`config.mk`:
```
export PLATFORM = sky130hd
export DESIGN_NAME = lcg_key_xor_stream_cipher
export DESIGN_NICKNAME = d
export VERILOG_FILES = /design/src/design/lcgx_pkg.sv /design/src/design/lcgx_key_char.sv /design/src/design/lcg_key_xor_stream_cipher.sv
export SDC_FILE = /design/constraint.sdc
export NUM_CORES = 1
export LEC_CHECK = 0
export BUFFER_PORTS_ARGS = -buffer_cell sky130_fd_sc_hd__buf_2
export CORE_ASPECT_RATIO = 0.9
export CORE_UTILIZATION = 50
export CTS_CLUSTER_DIAMETER = 40
export DETAILED_ROUTE_END_ITERATION = 8
export GPL_TIMING_DRIVEN = 0
export PLACE_DENSITY = 0.69
export SYNTH_ARGS = -nofsm -noshare
export SYNTH_HDL_FRONTEND = slang
export SYNTH_SLANG_ARGS = --single-unit
```
`constraint.sdc`:
```
create_clock -name clk -period 9.4 [get_ports clk]
set_clock_uncertainty 0.1 [all_clocks]
set_input_delay 1.88 -clock clk [delete_from_list [all_inputs] [get_ports clk]]
set_output_delay 1.88 -clock clk [all_outputs]
set_load 0.01 [all_outputs]
```
`src/design/lcgx_pkg.sv`:
```
// Shared constants and helpers for the LCG key XOR stream cipher.
// Holds the generator constants, the key alphabet and the default key length.
// No dependencies.
package lcgx_pkg;

	localparam int unsigned KEY_LENGTH_DEF = 32;

	localparam logic [31:0] LCG_MUL = 32'd214013;
	localparam logic [31:0] LCG_ADD = 32'd2531011;

	localparam int unsigned DRAW_W   = 15;
	localparam int unsigned DRAW_LSB = 16;

	localparam int unsigned ALPHA_SIZE = 61;

	// Maps a value below the alphabet size to a-z, A-Z, 1-9.
	function automatic logic [7:0] alpha_char(input logic [5:0] idx);
		logic [7:0] code;
		code = 8'h00;
		if (idx < 6'd26) begin
			code = 8'h61 + 8'(idx);
		end else if (idx < 6'd52) begin
			code = 8'h41 + 8'(idx - 6'd26);
		end else if (idx < 6'(ALPHA_SIZE)) begin
			code = 8'h31 + 8'(idx - 6'd52);
		end
		return code;
	endfunction

endpackage

```
`src/design/lcgx_key_char.sv`:
```
// Key character unit: reduces a drawn generator value modulo 61 and maps
// the remainder to the key alphabet. Depends on lcgx_pkg.
module lcgx_key_char (
	input  logic [lcgx_pkg::DRAW_W-1:0] draw,
	output logic [7:0]                  key_char
);
	import lcgx_pkg::*;

	// 64 is 3 modulo 61, so each fold replaces the high part by three times it.
	logic [10:0] fold1;
	logic [7:0]  fold2;
	logic [6:0]  fold3;
	logic [5:0]  rem;

	always_comb begin
		fold1 = 11'(draw[14:6]) + 11'({draw[14:6], 1'b0}) + 11'(draw[5:0]);
		fold2 = 8'(fold1[10:6]) + 8'({fold1[10:6], 1'b0}) + 8'(fold1[5:0]);
		fold3 = 7'(fold2[7:6]) + 7'({fold2[7:6], 1'b0}) + 7'(fold2[5:0]);
		if (fold3 >= 7'(ALPHA_SIZE)) begin
			rem = 6'(fold3 - 7'(ALPHA_SIZE));
		end else begin
			rem = 6'(fold3);
		end
		key_char = alpha_char(rem);
	end

endmodule

```
`src/design/lcg_key_xor_stream_cipher.sv`:
```
// Byte stream cipher: each word is XORed with a key character drawn from a
// linear congruential generator, then reused from a key memory.
// Pipeline: three register stages (s1, s2 and the output register); each
// accepted word passes through them in that order.
// Throughput: one word per cycle while m_tready holds; the generator register
// closes its loop with one constant multiply and add. A full pipeline stalls only on m_tready.
// Reset clears the generator, key position, key-complete flag and seed; the
// key memory is not cleared and needs no clearing pass.
// Depends on lcgx_pkg and lcgx_key_char.
module lcg_key_xor_stream_cipher #(
	parameter int unsigned KEY_LENGTH = lcgx_pkg::KEY_LENGTH_DEF
) (
	input  logic        clk,
	input  logic        arst_n,
	input  logic        cfg_valid,
	output logic        cfg_ready,
	input  logic [31:0] cfg_data,   // key_seed
	input  logic        s_tvalid,
	output logic        s_tready,
	input  logic [7:0]  s_tdata,    // data_in
	input  logic        s_tuser,    // first
	input  logic        s_tlast,
	output logic        m_tvalid,
	input  logic        m_tready,
	output logic [7:0]  m_tdata,    // data_out
	output logic        m_tlast
);
	import lcgx_pkg::*;

	localparam int unsigned PosW = (KEY_LENGTH > 1) ? $clog2(KEY_LENGTH) : 1;
	localparam logic [PosW-1:0] PosLast       = PosW'(KEY_LENGTH - 1);
	localparam logic [PosW-1:0] PosAfterFirst = PosW'(1 % KEY_LENGTH);

	logic [31:0]     seed_q;
	logic [31:0]     gen_q;
	logic [PosW-1:0] pos_q;
	logic            done_q;

	logic              v_s1, draw_s1, last_s1;
	logic [DRAW_W-1:0] rnd_s1;
	logic [PosW-1:0]   pos_s1;
	logic [7:0]        data_s1;

	logic       v_s2, draw_s2, last_s2;
	logic [7:0] key_s2, rd_s2, data_s2;

	logic       out_v_q, out_last_q;
	logic [7:0] out_data_q;

	logic [7:0] key_mem [KEY_LENGTH];

	logic            accept, adv1, adv2, adv_out;
	logic [31:0]     gen_base, gen_next;
	logic [PosW-1:0] pos_base, pos_next;
	logic            done_base, pos_wrap;
	logic [7:0]      key_char;

	assign cfg_ready = 1'b1;

	assign adv_out  = !out_v_q || m_tready;
	assign adv2     = !v_s2 || adv_out;
	assign adv1     = !v_s1 || adv2;
	assign s_tready = adv1;
	assign accept   = s_tvalid && s_tready;

	always_comb begin
		gen_base  = s_tuser ? seed_q : gen_q;
		pos_base  = s_tuser ? '0 : pos_q;
		done_base = s_tuser ? 1'b0 : done_q;
		gen_next  = gen_base * LCG_MUL + LCG_ADD;
		pos_wrap  = (pos_base == PosLast);
		pos_next  = pos_wrap ? '0 : pos_base + 1'b1;
	end

	lcgx_key_char u_key_char (
		.draw     (rnd_s1),
		.key_char (key_char)
	);

	always_ff @(posedge clk or negedge arst_n) begin
		if (!arst_n) begin
			seed_q  <= '0;
			gen_q   <= '0;
			pos_q   <= '0;
			done_q  <= 1'b0;
			v_s1    <= 1'b0;
			v_s2    <= 1'b0;
			out_v_q <= 1'b0;
		end else begin
			if (cfg_valid && cfg_ready) begin
				seed_q <= cfg_data;
			end
			if (accept) begin
				if (!done_base) begin
					gen_q <= gen_next;
				end
				pos_q  <= pos_next;
				done_q <= done_base || pos_wrap;
			end
			if (adv1) begin
				v_s1 <= accept;
			end
			if (adv2) begin
				v_s2 <= v_s1;
			end
			if (adv_out) begin
				out_v_q <= v_s2;
			end
		end
	end

	always_ff @(posedge clk) begin
		if (accept) begin
			draw_s1 <= !done_base;
			rnd_s1  <= gen_next[DRAW_LSB +: DRAW_W];
			pos_s1  <= pos_base;
			data_s1 <= s_tdata;
			last_s1 <= s_tlast;
		end
		if (adv2 && v_s1) begin
			draw_s2 <= draw_s1;
			key_s2  <= key_char;
			data_s2 <= data_s1;
			last_s2 <= last_s1;
		end
		if (adv_out && v_s2) begin
			out_data_q <= data_s2 ^ (draw_s2 ? key_s2 : rd_s2);
			out_last_q <= last_s2;
		end
	end

	always_ff @(posedge clk) begin
		if (adv2 && v_s1 && draw_s1) begin
			key_mem[pos_s1] <= key_char;
		end
		if (adv2 && v_s1) begin
			rd_s2 <= key_mem[pos_s1];
		end
	end

	assign m_tvalid = out_v_q;
	assign m_tdata  = out_data_q;
	assign m_tlast  = out_last_q;

`ifndef ASSERT_OFF
	a_first_restarts: assert property (@(posedge clk) disable iff (!arst_n)
		accept && s_tuser |=> pos_q == PosAfterFirst)
		else $error("key position not restarted by a first word");

	a_done_at_wrap: assert property (@(posedge clk) disable iff (!arst_n)
		$rose(done_q) |-> pos_q == '0)
		else $error("key marked complete away from the wrap point");

	a_gen_frozen: assert property (@(posedge clk) disable iff (!arst_n)
		accept && !s_tuser && done_q |=> $stable(gen_q))
		else $error("generator stepped after the key was complete");

	a_s1_holds: assert property (@(posedge clk) disable iff (!arst_n)
		v_s1 && !adv2 |=> v_s1 && $stable(pos_s1))
		else $error("stage one word lost under stall");
`endif

endmodule
```
==> flow_summary.json <==
{
  "area_growth_pct": 13.8,
  "gp_congestion": 0.871,
  "final_cell_mix": "321 x edfxtp_1, 311 x inv_1, 192 x fa_1",
  "vias_per_cell": 5.54,
  "crit_path_top_delay_cell": "fa_1",
  "dr.pass1.iters": 9,
  "wire_per_inst_um": 21.2,
  "end_kind": "flip-flop",
  "met1_length_um": 22400,
  "holdCritPathClass": "reg2reg",
  "routed_wl_um": 53600,
  "rows": 76,
  "path_class": "in2reg",
  "start_util": 0.506,
  "cpMostUsedCell": "fa_1",
  "rrSetupSlack_ns": 0.64,
  "syn-num-nets": 2138,
  "highest_layer": "met4",
  "synth_ff_type": "edfxtp_1",
  "reg2reg_to": "key_mem[2][4]$_DFFE_PP_",
  "grt_overflow": 0,
  "dr_total_vias": 14000,
  "yosysTopAreaCell": "edfxtp_1",
  "status": "finished, violations left",
  "synth-edff-count": 321,
  "setup_viol": 0,
  "htree_levels": 2,
  "max_freq_mhz": 111,
  "slew_headroom": 0.203,
  "ios": 59,
  "grt.total_usage": 0.229,
  "portBuffers": 56,
  "insertion_delay_ns": 0.62,
  "dp_hpwl_um": 39500,
  "yosys_warnings": 0,
  "fill_cells": 3772,
  "cp_max_fo": 19,
  "r2r-start": "rnd_s1[2]$_DFFE_PP_",
  "numClockSinks": 392,
  "endpoint": "gen_q[23]$_DFFE_PN0P_",
  "num_antenna_cells": 0,
  "syn-cell-area_um2": 24200,
  "drc_errors": 2,
  "worst_ep_required_time_ns": 9.76,
  "cp-startpoint": "s_tuser",
  "synth_seq_cells": 392,
  "grt_max_degree": 38,
  "cts_buffers": 51,
  "layout_min_cycle_time_ns": 9.02,
  "yosys.area.top_type_share": 0.399,
  "netlist-cell-type-count": 65,
  "wl_met2_um": 26100,
  "synthCells": 1730,
  "violations": "design-rule violations",
  "synthTopCellsByArea": "edfxtp_1 40%, fa_1 16%, ha_1 8.7%, dfrtp_1 7.4%, mux4_2 6.0%",
  "fin_crit_sh": 0.959,
  "drive_above_1_share": 0.179,
  "clk_path_buf_depth": 3,
  "die_h_um": 211,
  "worst_hold_slack_ns": 0.320,
  "cts.reportedPaths.clkPinSlew_ns": 0.06,
  "die-area_um2": 49200,
  "crit_arrival_ns": 9.38,
  "fin_nets": 2265,
  "final-hold-violation-count": 0,
  "worst-slew-pin-transition_ns": 1.19,
  "ant_nets": 0,
  "drv_cap": 0,
  "cpPeakStageDelay_ns": 0.60,
  "yosysSeqAreaShare": 0.473,
  "path_cells": "buf_2, buf_4, clkbuf_4, mux2i_1, inv_1, fa_1, fa_1, fa_1, fa_1, inv_1, fa_1, fa_1, inv_1, ha_1, and3_1, a221o_1, a221oi_4, nor2_2, a2111oi_2, nor3_1, a31oi_1, xnor2_1, mux2_1",
  "fin_tns_setup_ns": 0,
  "grt_pass1_wl_um": 84700,
  "core_um2": 47700,
  "die_x_um": 234,
  "reg2reg_depth": 36,
  "clock-root-buffer": "clkbuf_16",
  "final_common_cell": "edfxtp_1",
  "ys_async_sr_fraction": 0.181,
  "wl_met3_um": 2980,
  "cts_tree": "built",
  "hold_buffers": 0,
  "drt_iter0_drc": 958,
  "hold_depth": 0,
  "grt_pass1_vias": 14900,
  "drv_slew": 0,
  "synth_area_per_cell_um2": 14.0,
  "antenna_found_initial": 0,
  "critPathLaunchType": "primary input"
}
-- what timing repair did --
item                                    CTS  global route
endpoints found under the setup margin  188           273
setup buffers                             8             3
cloned                                    1             0
resized for setup                        14            35
pin swaps                                 3             3
-- worst min path at each step --
stage	start	end	slack, ns
finish	data_s1[4]$_DFFE_PP_	data_s2[4]$_DFFE_PP_	0.32
global route	last_s2$_DFFE_PP_	m_tlast$_DFFE_PP_	0.33
CTS	data_s1[7]$_DFFE_PP_	data_s2[7]$_DFFE_PP_	0.32
detailed placement	data_s1[4]$_DFFE_PP_	data_s2[4]$_DFFE_PP_	0.30
global placement	data_s1[2]$_DFFE_PP_	data_s2[2]$_DFFE_PP_	0.30
floorplan	data_s1[0]$_DFFE_PP_	data_s2[0]$_DFFE_PP_	0.30
-- cell families (layout without fill, tap and decap cells) --
| logic type | Yosys count | in the layout | share of synthesized area |
|---|---|---|---|
| other | 1 | 1 | 0.000155 |
| adder cells (fa/ha/maj) | 361 | 361 | 0.247 |
| XOR/XNOR | 85 | 85 | 0.0325 |
| multiplexers | 154 | 154 | 0.100 |
| flip-flops | 392 | 392 | 0.473 |
| AND/OR/NAND/NOR | 205 | 205 | 0.0417 |
| AO/OA/AOI/OAI | 179 | 180 | 0.0504 |
| buffers and inverters | 353 | 522 | 0.0552 |
-- cells in the mapped netlist, types with 2 or more instances --
cell type	instances
a211oi_1	4
a21o_1	25
a21oi_1	41
a221oi_1	2
a22oi_1	32
a31oi_1	7
and2_1	7
and3_1	8
buf_1	9
buf_2	4
clkbuf_1	27
dfrtp_1	71
edfxtp_1	321
fa_1	193
ha_1	168
inv_1	312
mux2_2	64
mux2i_1	25
mux4_2	64
nand2_1	44
nand2b_1	9
nand3_1	14
nand3b_1	2
nand4_1	15
nor2_1	62
nor2b_1	10
nor3_1	14
nor3b_1	2
o211a_1	2
o21a_1	5
o21ai_0	32
o21ai_1	2
o21bai_1	6
o221ai_1	3
o31ai_1	3
o41a_1	2
or2_2	2
or3_1	7
or3b_2	2
xnor2_1	60
xnor3_1	3
xor2_1	22
-- area by class of cell --
type	count	area, µm²	share of cell area
Tap cell	624	781	0.0284
Clock inverter	40	415	0.0151
Timing Repair Buffer	75	563	0.0205
Sequential cell	392	11400	0.415
Clock buffer	56	1290	0.0471
Multi-Input combinational cell	986	11700	0.425
Buffer	39	169	0.00614
Inverter	312	1170	0.0426
-- stage by stage --
step           setup slack, ns  instance area, µm²  std cells   util
2_1_floorplan           0.0748               24200       1730      -
3_3_place_gp             -2.31               25200       2410  0.528
3_5_place_dp             -1.70               25400       2417  0.533
4_1_cts                 0.0279               27300       2520  0.572
5_1_grt                -0.0184               27500       2524  0.576
6_report                 0.384               27500       2524  0.576
-- layer usage --
layer	track usage	vias to the layer above
met3	0.0296	112
met1	0.308	7108
met2	0.379	443
met5	0	-
li1	-	6328
met4	0.0882	0
-- worst max-delay path, delay by kind of cell --
kind	cells	cell delay (ns)
mux	2	0.68
fa+ha+maj	7	3.53
simple gates	3	0.46
buf+inv	6	1.26
xor+xnor	1	0.12
compound gates	4	1.44
-- flip-flops by register name, summed over array words and instances (netlist names), 5 cells and up --
register  flops
rd_s2         8
data_s1       8
gen_q        31
pos_q         5
key_s2        8
rnd_s1       15
data_s2       8
key_mem     256
pos_s1        5
seed_q       31
m_tdata       8
Power is left out: the tool's default activity adds up to more than one toggle a clock period on the data nets, which glitch-free logic cannot reach.
